File: src/rtl/wgm_pkg.sv
// ============================================================================
// wgm_pkg
// Shared types and constants for the wildcard glob matcher: the command kinds,
// the decoded command that runs from front end to back end, and the result.
// ============================================================================
package wgm_pkg;

    // Default pattern capacity in bytes
    localparam int MAX_PATTERN_DEF = 64;

    // Entries in the command queue between front and back end
    localparam int QUEUE_DEPTH = 2;

    // Pattern wildcard bytes
    localparam logic [7:0] GLOB_STAR = 8'h2A;
    localparam logic [7:0] GLOB_ONE  = 8'h3F;

    // Command kind, coded as the input mode field
    typedef enum logic [1:0] {
        OP_CLEAR  = 2'd0,
        OP_APPEND = 2'd1,
        OP_TEXT   = 2'd2,
        OP_END    = 2'd3
    } op_kind_t;

    // Decoded command: folded byte plus its wildcard class
    typedef struct packed {
        op_kind_t   kind;
        logic [7:0] char_byte;
        logic       is_star;
        logic       is_one;
    } op_t;

    // Match result
    typedef struct packed {
        logic overflow;
        logic matched;
    } result_t;

endpackage

File: src/rtl/wgm_front.sv
// ============================================================================
// wgm_front
// Input stage: takes stream beats, folds upper case letters to lower case,
// classifies the byte as star, single wildcard or literal, and holds the
// decoded command in a register until the queue takes it.
// ============================================================================
module wgm_front
    import wgm_pkg::*;
(
    input  logic       clk,
    input  logic       rst_n,
    input  logic       in_valid,
    output logic       in_ready,
    input  logic [1:0] mode,
    input  logic [7:0] char_code,
    output logic       op_valid,
    input  logic       op_ready,
    output op_t        op
);

    logic     valid_reg;
    op_t      op_reg;
    op_t      op_next;
    logic     accept;
    logic [7:0] folded;

    // Case fold: 'A'..'Z' to 'a'..'z'
    always_comb
    begin
        folded = char_code;
        if (char_code >= 8'h41 && char_code <= 8'h5A)
        begin
            folded = char_code + 8'h20;
        end
    end

    // Decode mode into a command kind; the mode field uses the kind coding
    always_comb
    begin
        op_next.char_byte = folded;
        op_next.is_star   = (folded == GLOB_STAR);
        op_next.is_one    = (folded == GLOB_ONE);
        op_next.kind      = op_kind_t'(mode);
    end

    // Stage register: free when empty or when the queue takes it
    assign in_ready = !valid_reg || op_ready;
    assign accept   = in_valid && in_ready;

    always_ff @(posedge clk or negedge rst_n)
    begin
        if (!rst_n)
        begin
            valid_reg <= 1'b0;
        end
        else if (accept)
        begin
            valid_reg <= 1'b1;
        end
        else if (op_ready)
        begin
            valid_reg <= 1'b0;
        end
    end

    always_ff @(posedge clk)
    begin
        if (accept)
        begin
            op_reg <= op_next;
        end
    end

    assign op_valid = valid_reg;
    assign op       = op_reg;

endmodule

File: src/rtl/wgm_queue.sv
// ============================================================================
// wgm_queue
// Short command queue between front and back end so that each side can
// stall on its own.
// ============================================================================
module wgm_queue
    import wgm_pkg::*;
(
    input  logic clk,
    input  logic rst_n,
    input  logic push_valid,
    output logic push_ready,
    input  op_t  push_op,
    output logic pop_valid,
    input  logic pop_ready,
    output op_t  pop_op
);

    localparam int PTR_W = (QUEUE_DEPTH > 1) ? $clog2(QUEUE_DEPTH) : 1;
    localparam int CNT_W = $clog2(QUEUE_DEPTH + 1);

    op_t              entry_reg [QUEUE_DEPTH];
    logic [PTR_W-1:0] wr_ptr_reg;
    logic [PTR_W-1:0] rd_ptr_reg;
    logic [CNT_W-1:0] count_reg;
    logic             push;
    logic             pop;

    assign push_ready = (count_reg != CNT_W'(QUEUE_DEPTH));
    assign pop_valid  = (count_reg != '0);
    assign push       = push_valid && push_ready;
    assign pop        = pop_valid && pop_ready;
    assign pop_op     = entry_reg[rd_ptr_reg];

    // Pointers and fill count
    always_ff @(posedge clk or negedge rst_n)
    begin
        if (!rst_n)
        begin
            wr_ptr_reg <= '0;
            rd_ptr_reg <= '0;
            count_reg  <= '0;
        end
        else
        begin
            if (push)
            begin
                wr_ptr_reg <= (wr_ptr_reg == PTR_W'(QUEUE_DEPTH - 1)) ? '0 : wr_ptr_reg + 1'b1;
            end
            if (pop)
            begin
                rd_ptr_reg <= (rd_ptr_reg == PTR_W'(QUEUE_DEPTH - 1)) ? '0 : rd_ptr_reg + 1'b1;
            end
            if (push && !pop)
            begin
                count_reg <= count_reg + 1'b1;
            end
            else if (pop && !push)
            begin
                count_reg <= count_reg - 1'b1;
            end
        end
    end

    // Entry storage
    always_ff @(posedge clk)
    begin
        if (push)
        begin
            entry_reg[wr_ptr_reg] <= push_op;
        end
    end

endmodule

File: src/rtl/wgm_back.sv
// ============================================================================
// wgm_back
// Execution end: pattern cells, live position vector and result register.
// Each text byte updates all live positions at once; the star closure runs
// as a carry chain through one wide add.
// ============================================================================
module wgm_back
    import wgm_pkg::*;
#(
    parameter int MAX_PATTERN = MAX_PATTERN_DEF
)
(
    input  logic    clk,
    input  logic    rst_n,
    input  logic    op_valid,
    output logic    op_ready,
    input  op_t     op,
    output logic    res_valid,
    input  logic    res_ready,
    output result_t result
);

    localparam int W     = MAX_PATTERN + 1;
    localparam int LEN_W = $clog2(MAX_PATTERN + 1);

    // Pattern cells: no reset, only cells below the length are used
    logic [7:0]       cell_byte_reg [MAX_PATTERN];
    logic             cell_star_reg [MAX_PATTERN];
    logic             cell_one_reg  [MAX_PATTERN];

    logic [LEN_W-1:0] len_reg;
    logic [LEN_W-1:0] len_next;
    logic [W-1:0]     live_reg;
    logic [W-1:0]     live_next;
    logic             ovf_reg;
    logic             ovf_next;
    logic             out_valid_reg;
    result_t          out_reg;

    logic             pop;
    logic             full;
    logic             live_at_end;
    logic             act;
    logic             hit;
    logic [W-1:0]     star_vec;
    logic [W-1:0]     stay;
    logic [W-1:0]     adv;
    logic [W-1:0]     seed;
    logic [W-1:0]     gen;
    logic [W-1:0]     carry;
    logic [W-1:0]     closed;
    logic [W-1:0]     append_bit;

    // An end command waits only for room in the result register
    assign op_ready    = (op.kind != OP_END) || !out_valid_reg || res_ready;
    assign pop         = op_valid && op_ready;
    assign full        = (len_reg == LEN_W'(MAX_PATTERN));
    assign live_at_end = live_reg[len_reg];

    // Per-cell compare against the text byte
    always_comb
    begin
        star_vec = '0;
        stay     = '0;
        adv      = '0;
        act      = 1'b0;
        hit      = 1'b0;
        for (int i = 0; i < MAX_PATTERN; i++)
        begin
            act         = (LEN_W'(i) < len_reg);
            hit         = (cell_byte_reg[i] == op.char_byte) || cell_one_reg[i];
            star_vec[i] = act && cell_star_reg[i];
            stay[i]     = live_reg[i] && act && cell_star_reg[i];
            adv[i + 1]  = live_reg[i] && act && !cell_star_reg[i] && hit;
        end
    end

    // Star closure: live runs forward across stars like a carry
    always_comb
    begin
        seed   = (op.kind == OP_TEXT) ? (stay | adv) : W'(1);
        gen    = seed & star_vec;
        carry  = (gen + star_vec) ^ gen ^ star_vec;
        closed = seed | carry;
    end

    // Appending a star at a live end position opens the next position
    always_comb
    begin
        append_bit = '0;
        for (int i = 1; i < W; i++)
        begin
            append_bit[i] = (len_reg == LEN_W'(i - 1)) && op.is_star && live_at_end;
        end
    end

    // Command execution
    always_comb
    begin
        len_next  = len_reg;
        live_next = live_reg;
        ovf_next  = ovf_reg;
        if (pop)
        begin
            unique case (op.kind)
                OP_CLEAR:
                begin
                    len_next  = '0;
                    ovf_next  = 1'b0;
                    live_next = W'(1);
                end
                OP_APPEND:
                begin
                    if (full)
                    begin
                        ovf_next = 1'b1;
                    end
                    else
                    begin
                        len_next  = len_reg + 1'b1;
                        live_next = live_reg | append_bit;
                    end
                end
                OP_TEXT:
                begin
                    live_next = closed;
                end
                default:
                begin
                    live_next = closed;
                end
            endcase
        end
    end

    // Control state
    always_ff @(posedge clk or negedge rst_n)
    begin
        if (!rst_n)
        begin
            len_reg  <= '0;
            live_reg <= W'(1);
            ovf_reg  <= 1'b0;
        end
        else
        begin
            len_reg  <= len_next;
            live_reg <= live_next;
            ovf_reg  <= ovf_next;
        end
    end

    // Pattern cell write at the current length
    always_ff @(posedge clk)
    begin
        for (int i = 0; i < MAX_PATTERN; i++)
        begin
            if (pop && op.kind == OP_APPEND && !full && len_reg == LEN_W'(i))
            begin
                cell_byte_reg[i] <= op.char_byte;
                cell_star_reg[i] <= op.is_star;
                cell_one_reg[i]  <= op.is_one;
            end
        end
    end

    // Result register
    always_ff @(posedge clk or negedge rst_n)
    begin
        if (!rst_n)
        begin
            out_valid_reg <= 1'b0;
        end
        else if (pop && op.kind == OP_END)
        begin
            out_valid_reg <= 1'b1;
        end
        else if (res_ready)
        begin
            out_valid_reg <= 1'b0;
        end
    end

    always_ff @(posedge clk)
    begin
        if (pop && op.kind == OP_END)
        begin
            out_reg.matched  <= live_at_end;
            out_reg.overflow <= ovf_reg;
        end
    end

    assign res_valid = out_valid_reg;
    assign result    = out_reg;

    // Checks
    a_len_range: assert property (@(posedge clk) disable iff (!rst_n)
        len_reg <= LEN_W'(MAX_PATTERN))
        else $error("pattern length beyond capacity");

    a_ovf_full: assert property (@(posedge clk) disable iff (!rst_n)
        ovf_reg |-> full)
        else $error("overflow set with room left in pattern");

    a_clear: assert property (@(posedge clk) disable iff (!rst_n)
        pop && op.kind == OP_CLEAR |=> live_reg == W'(1) && len_reg == '0)
        else $error("clear did not restore empty pattern");

    a_end_room: assert property (@(posedge clk) disable iff (!rst_n)
        pop && op.kind == OP_END |-> !out_valid_reg || res_ready)
        else $error("end of text taken while result register blocked");

    a_end_result: assert property (@(posedge clk) disable iff (!rst_n)
        pop && op.kind == OP_END |=> out_valid_reg)
        else $error("end of text gave no result");

endmodule

File: src/rtl/wildcard_glob_matcher.sv
// Path: an end-of-text beat passes the input register, a queue entry and the result
// register, in that order, before m_tvalid rises.
// Throughput: one beat per cycle unless a result waits on m_tready; each text byte
// updates every live position at once, the star closure being one (MAX_PATTERN+1)-bit add.
// Reset (async, rst_n low): empty pattern, only position 0 live, overflow clear,
// no result pending; pattern cells are not cleared and need no clearing pass.
// ============================================================================
// wildcard_glob_matcher
// Case-insensitive glob matcher for '*' and '?' with a decoupled front end,
// command queue and bit-parallel execution back end.
// ============================================================================
module wildcard_glob_matcher
    import wgm_pkg::*;
#(
    parameter int MAX_PATTERN = MAX_PATTERN_DEF
)
(
    input  logic       clk,
    input  logic       rst_n,
    input  logic       s_tvalid,
    output logic       s_tready,
    input  logic [7:0] s_tdata,   // [7:0] char_code
    input  logic [1:0] s_tuser,   // [1:0] mode
    output logic       m_tvalid,
    input  logic       m_tready,
    output logic [7:0] m_tdata    // [0] matched, [1] overflow, [7:2] zero
);

    logic    front_valid;
    logic    front_ready;
    op_t     front_op;
    logic    queue_valid;
    logic    queue_ready;
    op_t     queue_op;
    result_t result;

    wgm_front u_front (
        .clk       (clk),
        .rst_n     (rst_n),
        .in_valid  (s_tvalid),
        .in_ready  (s_tready),
        .mode      (s_tuser),
        .char_code (s_tdata),
        .op_valid  (front_valid),
        .op_ready  (front_ready),
        .op        (front_op)
    );

    wgm_queue u_queue (
        .clk        (clk),
        .rst_n      (rst_n),
        .push_valid (front_valid),
        .push_ready (front_ready),
        .push_op    (front_op),
        .pop_valid  (queue_valid),
        .pop_ready  (queue_ready),
        .pop_op     (queue_op)
    );

    wgm_back #(
        .MAX_PATTERN (MAX_PATTERN)
    ) u_back (
        .clk       (clk),
        .rst_n     (rst_n),
        .op_valid  (queue_valid),
        .op_ready  (queue_ready),
        .op        (queue_op),
        .res_valid (m_tvalid),
        .res_ready (m_tready),
        .result    (result)
    );

    // Result beat packing
    assign m_tdata = {6'b0, result.overflow, result.matched};

endmodule
File: config.mk
export PLATFORM = sky130hd
export DESIGN_NAME = wildcard_glob_matcher
export DESIGN_NICKNAME = d
export VERILOG_FILES = /design/src/rtl/wgm_pkg.sv /design/src/rtl/wgm_front.sv /design/src/rtl/wgm_queue.sv /design/src/rtl/wgm_back.sv /design/src/rtl/wildcard_glob_matcher.sv
export SDC_FILE = /design/constraint.sdc
export NUM_CORES = 1
export LEC_CHECK = 0
export BUFFER_PORTS_ARGS = -buffer_cell sky130_fd_sc_hd__buf_4
export CAP_MARGIN = 30
export CORE_UTILIZATION = 30
export DETAILED_ROUTE_END_ITERATION = 10
export HOLD_SLACK_MARGIN = 0.02
export PLACE_DENSITY = 0.43
export SYNTH_ARGS = -nofsm -noshare
export SYNTH_HDL_FRONTEND = slang
export SYNTH_SLANG_ARGS = --single-unit
File: constraint.sdc
create_clock -name clk -period 5.8 [get_ports clk]
set_clock_uncertainty 0.15 [all_clocks]
set_input_delay 1.16 -clock clk [delete_from_list [all_inputs] [get_ports clk]]
set_output_delay 1.16 -clock clk [all_outputs]
set_load 0.1 [all_outputs]
# --- Yosys cells after proc, flatten, opt, wreduce, memory -nomap -nowiden ---
# Memories as Yosys holds them, arrays and structs flattened.
# Cells that the tools add are included.
classes:
  add_sub_neg: 7
  magnitude_cmp: 67
  n_eq_ne: 137
  muxes: 715
  n_bitwise: 6
  reduce_logical: 856
ops:
  columns: ["operator", "n"]
  rows:
  - ["$mux W6", 189]
  - ["$logic_and A1 B1 Y1", 521]
  - ["$eq A8 B8 Y1", 64]
  - ["$mux W8", 64]
  - ["$reduce_or A8 Y1", 63]
  - ["$mux W1", 453]
  - ["$eq A7 B6 Y1 const B", 32]
  - ["$lt A6 B7 Y1 const A", 32]
  - ["$mux W65", 2]
  - ["$or A65 B65 Y65", 2]
  - ["$pmux W65 S2", 1]
  - ["$reduce_or A1 Y1", 126]
  - ["$eq A7 B5 Y1 const B", 16]
  - ["$lt A5 B7 Y1 const A", 16]
  - ["$logic_not A1 Y1", 69]
  - ["$logic_or A1 B1 Y1", 67]
  - ["$add A65 B64 Y65", 1]
  - ["$and A65 B64 Y65", 1]
  - ["$or A64 B65 Y65", 1]
  - ["$xor A65 B64 Y65", 1]
  - ["$xor A65 B65 Y65", 1]
  - ["$eq A7 B4 Y1 const B", 8]
  - ["$lt A4 B7 Y1 const A", 8]
  - ["$eq A7 B3 Y1 const B", 4]
  - ["other kinds (29)", 46]
word_totals:
  regBits: 93
  mem_bits_rw: 664
  word_cells: 1806
  memories: 4
memory_table:
  columns: ["name", "words", "word_bits", "read_ports", "rd_clocked_by_memory_dff", "wr", "line_no", "text"]
  rows:
  - ["u_back.cell_byte_reg", 64, 8, 64, 0, 1, "wgm_back.sv:27", "logic [7:0] cell_byte_reg [MAX_PATTERN];"]
  - ["u_back.cell_one_reg", 64, 1, 64, 0, 1, "wgm_back.sv:29", "logic cell_one_reg [MAX_PATTERN];"]
  - ["u_back.cell_star_reg", 64, 1, 64, 0, 1, "wgm_back.sv:28", "logic cell_star_reg [MAX_PATTERN];"]
  - ["u_queue.entry_reg", 2, 12, 1, 0, 1, "wgm_queue.sv:22", "op_t entry_reg [QUEUE_DEPTH];"]

# --- Longest topological paths before layout ---
# An unclocked memory read counts as a cell.
depth:
  ltp_word: 74
  mapped_depth: 22
  depth_no_buf: 17

# --- By module ---
# From an unflattened synthesis, not the netlist that was laid out.
unflattened:
  hier_cells: 3141
  area_unflattened_um2: 38252.9
by_module_without_submodules:
  columns: ["module", "n_inst", "cells_per_inst", "area_each_um2", "seq_area_each_um2"]
  rows:
  - ["wgm_back", 1, 3046, 36577.6, 21131.5]
  - ["wgm_queue", 1, 55, 1078.5, 820.8]
  - ["wgm_front", 1, 33, 548.0, 385.4]
  - ["wildcard_glob_matcher", 1, 7, 48.8, 0.0]

# --- Worst setup path after synthesis ---
# Ideal clock, no wire load.
synth_path:
  path_type: "flip-flop to flip-flop"
  startpoint: "register u_queue.rd_ptr_reg"
  endpoint: "register u_back.live_reg[62]"
  setup_time_ps: 131
  t_arrival_ps: 4844
  t_required_ps: 5519
  path_slack_ps: 675
  path_stages_with_launch: 23
  n_path_buf: 8
  cell_sequence: "dfrtp_1 buf_6 buf_8 nand2b_1 o22ai_1 buf_2 clkbuf_1 buf_2 buf_2 buf_1 clkbuf_1 a21boi_0 ha_1 a31oi_1 a211oi_1 o311ai_2 a2111oi_2 o211a_1 o31a_1 a22oi_2 a21o_1 a211oi_1 or3_1"
synth_between:
  elab_chain_cells: 12
synth_lines:
  columns: ["item", "line_no", "text"]
  rows:
  - ["start, declared", "wgm_queue.sv:24", "logic [PTR_W-1:0] rd_ptr_reg;"]
  - ["start signal, assigned", "wgm_queue.sv:52", "rd_ptr_reg <= (rd_ptr_reg == PTR_W'(QUEUE_DEPTH - 1)) ? '0 : rd_ptr_reg + 1'b1;"]
  - ["$mem_v2 Z2 W12 *", null, null]
  - ["$eq A8 B8 Y1", "wgm_back.sv:71", "hit = (cell_byte_reg[i] == op.char_byte) || cell_one_reg[i];"]
  - ["$logic_or A1 B1 Y1", "wgm_back.sv:71", null]
  - ["$logic_and A1 B1 Y1", "wgm_back.sv:74", "adv[i + 1] = live_reg[i] && act && !cell_star_reg[i] && hit;"]
  - ["$or A64 B65 Y65", "wgm_back.sv:81", "seed = (op.kind == OP_TEXT) ? (stay | adv) : W'(1);"]
  - ["$mux W65", "wgm_back.sv:81", null]
  - ["$and A65 B64 Y65", "wgm_back.sv:82", "gen = seed & star_vec;"]
  - ["$add A65 B64 Y65", "wgm_back.sv:83", "carry = (gen + star_vec) ^ gen ^ star_vec;"]
  - ["$xor A65 B65 Y65", "wgm_back.sv:83", null]
  - ["$xor A65 B64 Y65", "wgm_back.sv:83", null]
  - ["$or A65 B65 Y65", "wgm_back.sv:84", "closed = seed | carry;"]
  - ["$pmux W65 S2", "wgm_back.sv:105", "unique case (op.kind)"]
  - ["end signal, assigned", "wgm_back.sv:148", "live_reg <= live_next;"]
  - ["end, declared", "wgm_back.sv:33", "logic [W-1:0] live_reg;"]
# Every way passes the cells marked *; elsewhere a longest branch is shown, timed or not. The select of a mux whose other input is x is not followed.
# A chain may end at the register's enable or synchronous reset.

# --- Final worst setup path ---
layout_path:
  startpoint: "register u_queue.rd_ptr_reg"
  endpoint: "register u_back.live_reg[64]"
# Same word-level chain as after synthesis.

==> reports/metrics.csv <==
metric;value;unit
status;completed;
cts_sinks;757;
synth-compound-area-share;13.0;%
timing.final.max_slew_violations;0;
core;128000;um^2
synthMuxAreaShare;1.58;%
critPathSlowestCell;a2111oi_2;
synth_cells;3204;
start_util;30.3;%
grt_pass1_vias;27100;
worstHoldPathType;in2async;
fp.dieW;361;um
r2r_cells;19;
grtUsageTotal;20.9;%
cap_violations;0;
dpl-instance-area;41300;um^2
synthDistinctLibCells;111;
synthXorXnorAreaFrac;11.8;%
gr-total-overflow;0;
power_density;452;nW/um^2
final_layout_size_suffix_gt1_share;12.2;%
die_area;130000;um^2
crit_path_start_kind;flop;
drtPass1Iterations;7;
ys_warn_count;0;
h-tree-depth;3;
crit_arrival;5.99;ns
root_buffer;clkbuf_16;
ant_nets;0;
cts_tree;yes;
area_delta_synth_final;14.5;%
ctsHoldBuffers;0;
pre_cts_ws;0.413;ns
synth.avg_cell_area;12.0;um^2
r2r-end;u_back.live_reg[64];
fmax;0.181;GHz
switchingPower;7.65;mW
clockPowerShare;28.0;%
post_cts_resized;0;
setup_tns;0;ns
synth_edf_count;678;
rows;131;
synth-adder-area-share;0.227;%
synth_top_area_cell;edfxtp_1;
fin_crit;5.53;ns
synth_top_family_by_area;compound AO/OA/AOI/OAI gates;
setup_ws;0.269;ns
routabilityCongestion;0.977;
r2r-start;u_queue.rd_ptr_reg;
synth_top_area_share;52.8;%
finalHoldViolations;0;
path_cells;buf_12, mux2i_4, xnor2_1, nor4_1, buf_4, a21oi_1, o31ai_1, a21boi_0, ha_1, a31oi_1, a211oi_1, o311ai_2, a2111oi_2, o2111ai_2, a311oi_2, a211oi_4, o221ai_2, nor3_2, o31ai_2;
nFillCells;12600;
clkTransAtPathRegs;0.06;ns
slew_headroom;33.1;%
crit_type;reg2reg;
peakVddDrop;0.324;mV
routed_via_density;5.46;
synth_area_leaders;edfxtp_1 (53%), xnor2_1 (11%), dfrtp_1 (5.1%);
grt_max_degree;64;
synth_ff_type;edfxtp_1;
drtIter0Drc;2634;
grt_pass1_wl;198000;um
worst_slew_pin_slew;1.00;ns
antenna_found_initial;6;
comb_power_share;36.5;%
drc;0;
p_sw_share;38.3;%
p_int;12.3;mW
routedWlPerCell;27.3;um
antennaDiodeCount;0;
dp_hpwl;92100;um
vias;27600;
final_nets;3331;
period_share;95.4;%
p_leak;13.6;nW
yosys.area_share.simple;12.3;%
ys_async_sr_fraction;10.4;%
insertion_delay;0.70;ns
numCtsBuffers;87;
netlist_area;38600;um^2
cts_setup_buffers;0;
setup_viol_count_final;0;
ios;24;
end_kind;flop;
crit_required;6.26;ns
max_stage_delay;0.70;ns
rsz0062_at_grt;no;
pwr-share-seq;35.5;%
largest_reg_flops;512;
rrSetupSlack;0.27;ns
fin_area;44200;um^2
fp.dieH;361;um
io_buffers;17;
ys_seq_area_share;57.9;%
path_max_fanout;10;
synth_seq_cells;757;
routed_wl;138000;um
cts_buffer_depth;3;
## cells in the mapped netlist, types with 18 or more instances
master,number
a211oi_1,27
a21o_1,23
a21oi_1,207
a31oi_1,25
and2_1,34
and3_1,27
buf_2,22
buf_4,27
buf_6,33
clkbuf_1,58
dfrtp_1,78
edfxtp_1,678
inv_1,55
mux4_2,21
nand2_1,223
nand2b_1,23
nand3_1,53
nand4_1,27
nor2_1,228
nor2b_1,18
nor3_1,60
nor4_1,134
o211ai_1,21
o21a_1,26
o21ai_0,138
o21ai_1,18
o21bai_1,21
o22ai_1,19
o31ai_1,25
or2_2,19
or3_1,20
xnor2_1,498
xor2_1,20
## metal layers
layer  GRT usage [%]  share of wire, %  routed length, um
met1            28.9                45              62600
met5               0             0.029                 40
met3            2.49               5.1               7090
met2            33.4                46              63200
met4            7.84               3.6               4960
## power by group through the flow
stage | combinational [mW] | clock [mW] | sequential, mW
floorplan | 4.36 | 0 | 7.15
global placement | 7.33 | 0 | 7.19
detailed placement | 7.33 | 0 | 7.18
CTS | 7.36 | 5.73 | 7.07
global route | 7.72 | 5.92 | 7.09
finish | 7.29 | 5.59 | 7.08
## through the flow
| stage | std cells | hold slack, ns | utilization (%) | power (mW) |
|---|---|---|---|---|
| floorplan | 3209 | 0.271 | - | 11.5 |
| global placement | 4863 | 0.286 | 32.2 | 14.5 |
| detailed placement | 4879 | 0.287 | 32.4 | 14.5 |
| CTS | 5038 | 0.118 | 34.6 | 20.2 |
| global route | 5042 | 0.143 | 34.6 | 20.7 |
| finish | 5042 | 0.145 | 34.6 | 20.0 |
## worst max-delay path, delay by kind of cell, from the launching register on
family / cells / cell delay [ns]
mux: 1 / 0.36
simple gates: 2 / 0.16
compound gates: 12 / 3.55
flops: 1 / 0.48
fa+ha+maj: 1 / 0.20
buf+inv: 2 / 0.37
xor+xnor: 1 / 0.17
## placed cells by master (no fill, tap or decap), types with 53 or more instances in the layout
| cell | synthesis | routed |
|---|---|---|
| edfxtp_1 | 678 | 678 |
| xnor2_1 | 498 | 498 |
| nor2_1 | 228 | 226 |
| nand2_1 | 223 | 223 |
| a21oi_1 | 207 | 206 |
| buf_4 | 27 | 143 |
| o21ai_0 | 138 | 138 |
| nor4_1 | 134 | 133 |
| clkbuf_16 | 0 | 88 |
| dfrtp_1 | 78 | 75 |
| nor3_1 | 60 | 58 |
| nand3_1 | 53 | 53 |
## area by class of cell
type                    instances  area, um^2  share of cell area (%)
inverters                      56         210                   0.476
clock inverters                48         552                    1.25
multi-input cells            2240       15200                    34.3
well taps                    1662        2080                    4.71
clock buffers                 111        2310                    5.23
flip-flops and latches        757       22300                    50.6
repair buffers                168        1520                    3.45
## worst max-delay path by stage
stage / depth (start not counted) / end / startpoint
5_1_grt: 16 / u_back.live_reg[56] / u_queue.rd_ptr_reg
4_1_cts: 19 / u_back.live_reg[64] / u_queue.rd_ptr_reg
3_3_place_gp: 19 / u_back.live_reg[64] / u_queue.rd_ptr_reg
2_1_floorplan: 22 / u_back.live_reg[62] / u_queue.rd_ptr_reg
3_5_place_dp: 19 / u_back.live_reg[64] / u_queue.rd_ptr_reg
6_report: 19 / u_back.live_reg[64] / u_queue.rd_ptr_reg
## cells by family (layout without fill, tap and decap cells)
logic type,count (synthesis),count (layout)
and+or+nand+nor,934,934
DFF,757,757
AOI/OAI and AO/OA,743,743
xor gates and xnor gates,518,518
buffers and inverters,212,383
muxes,32,32
adders and majority gates,7,7
other,1,6
No activity file was read; power rests on OpenSTA's default activity.
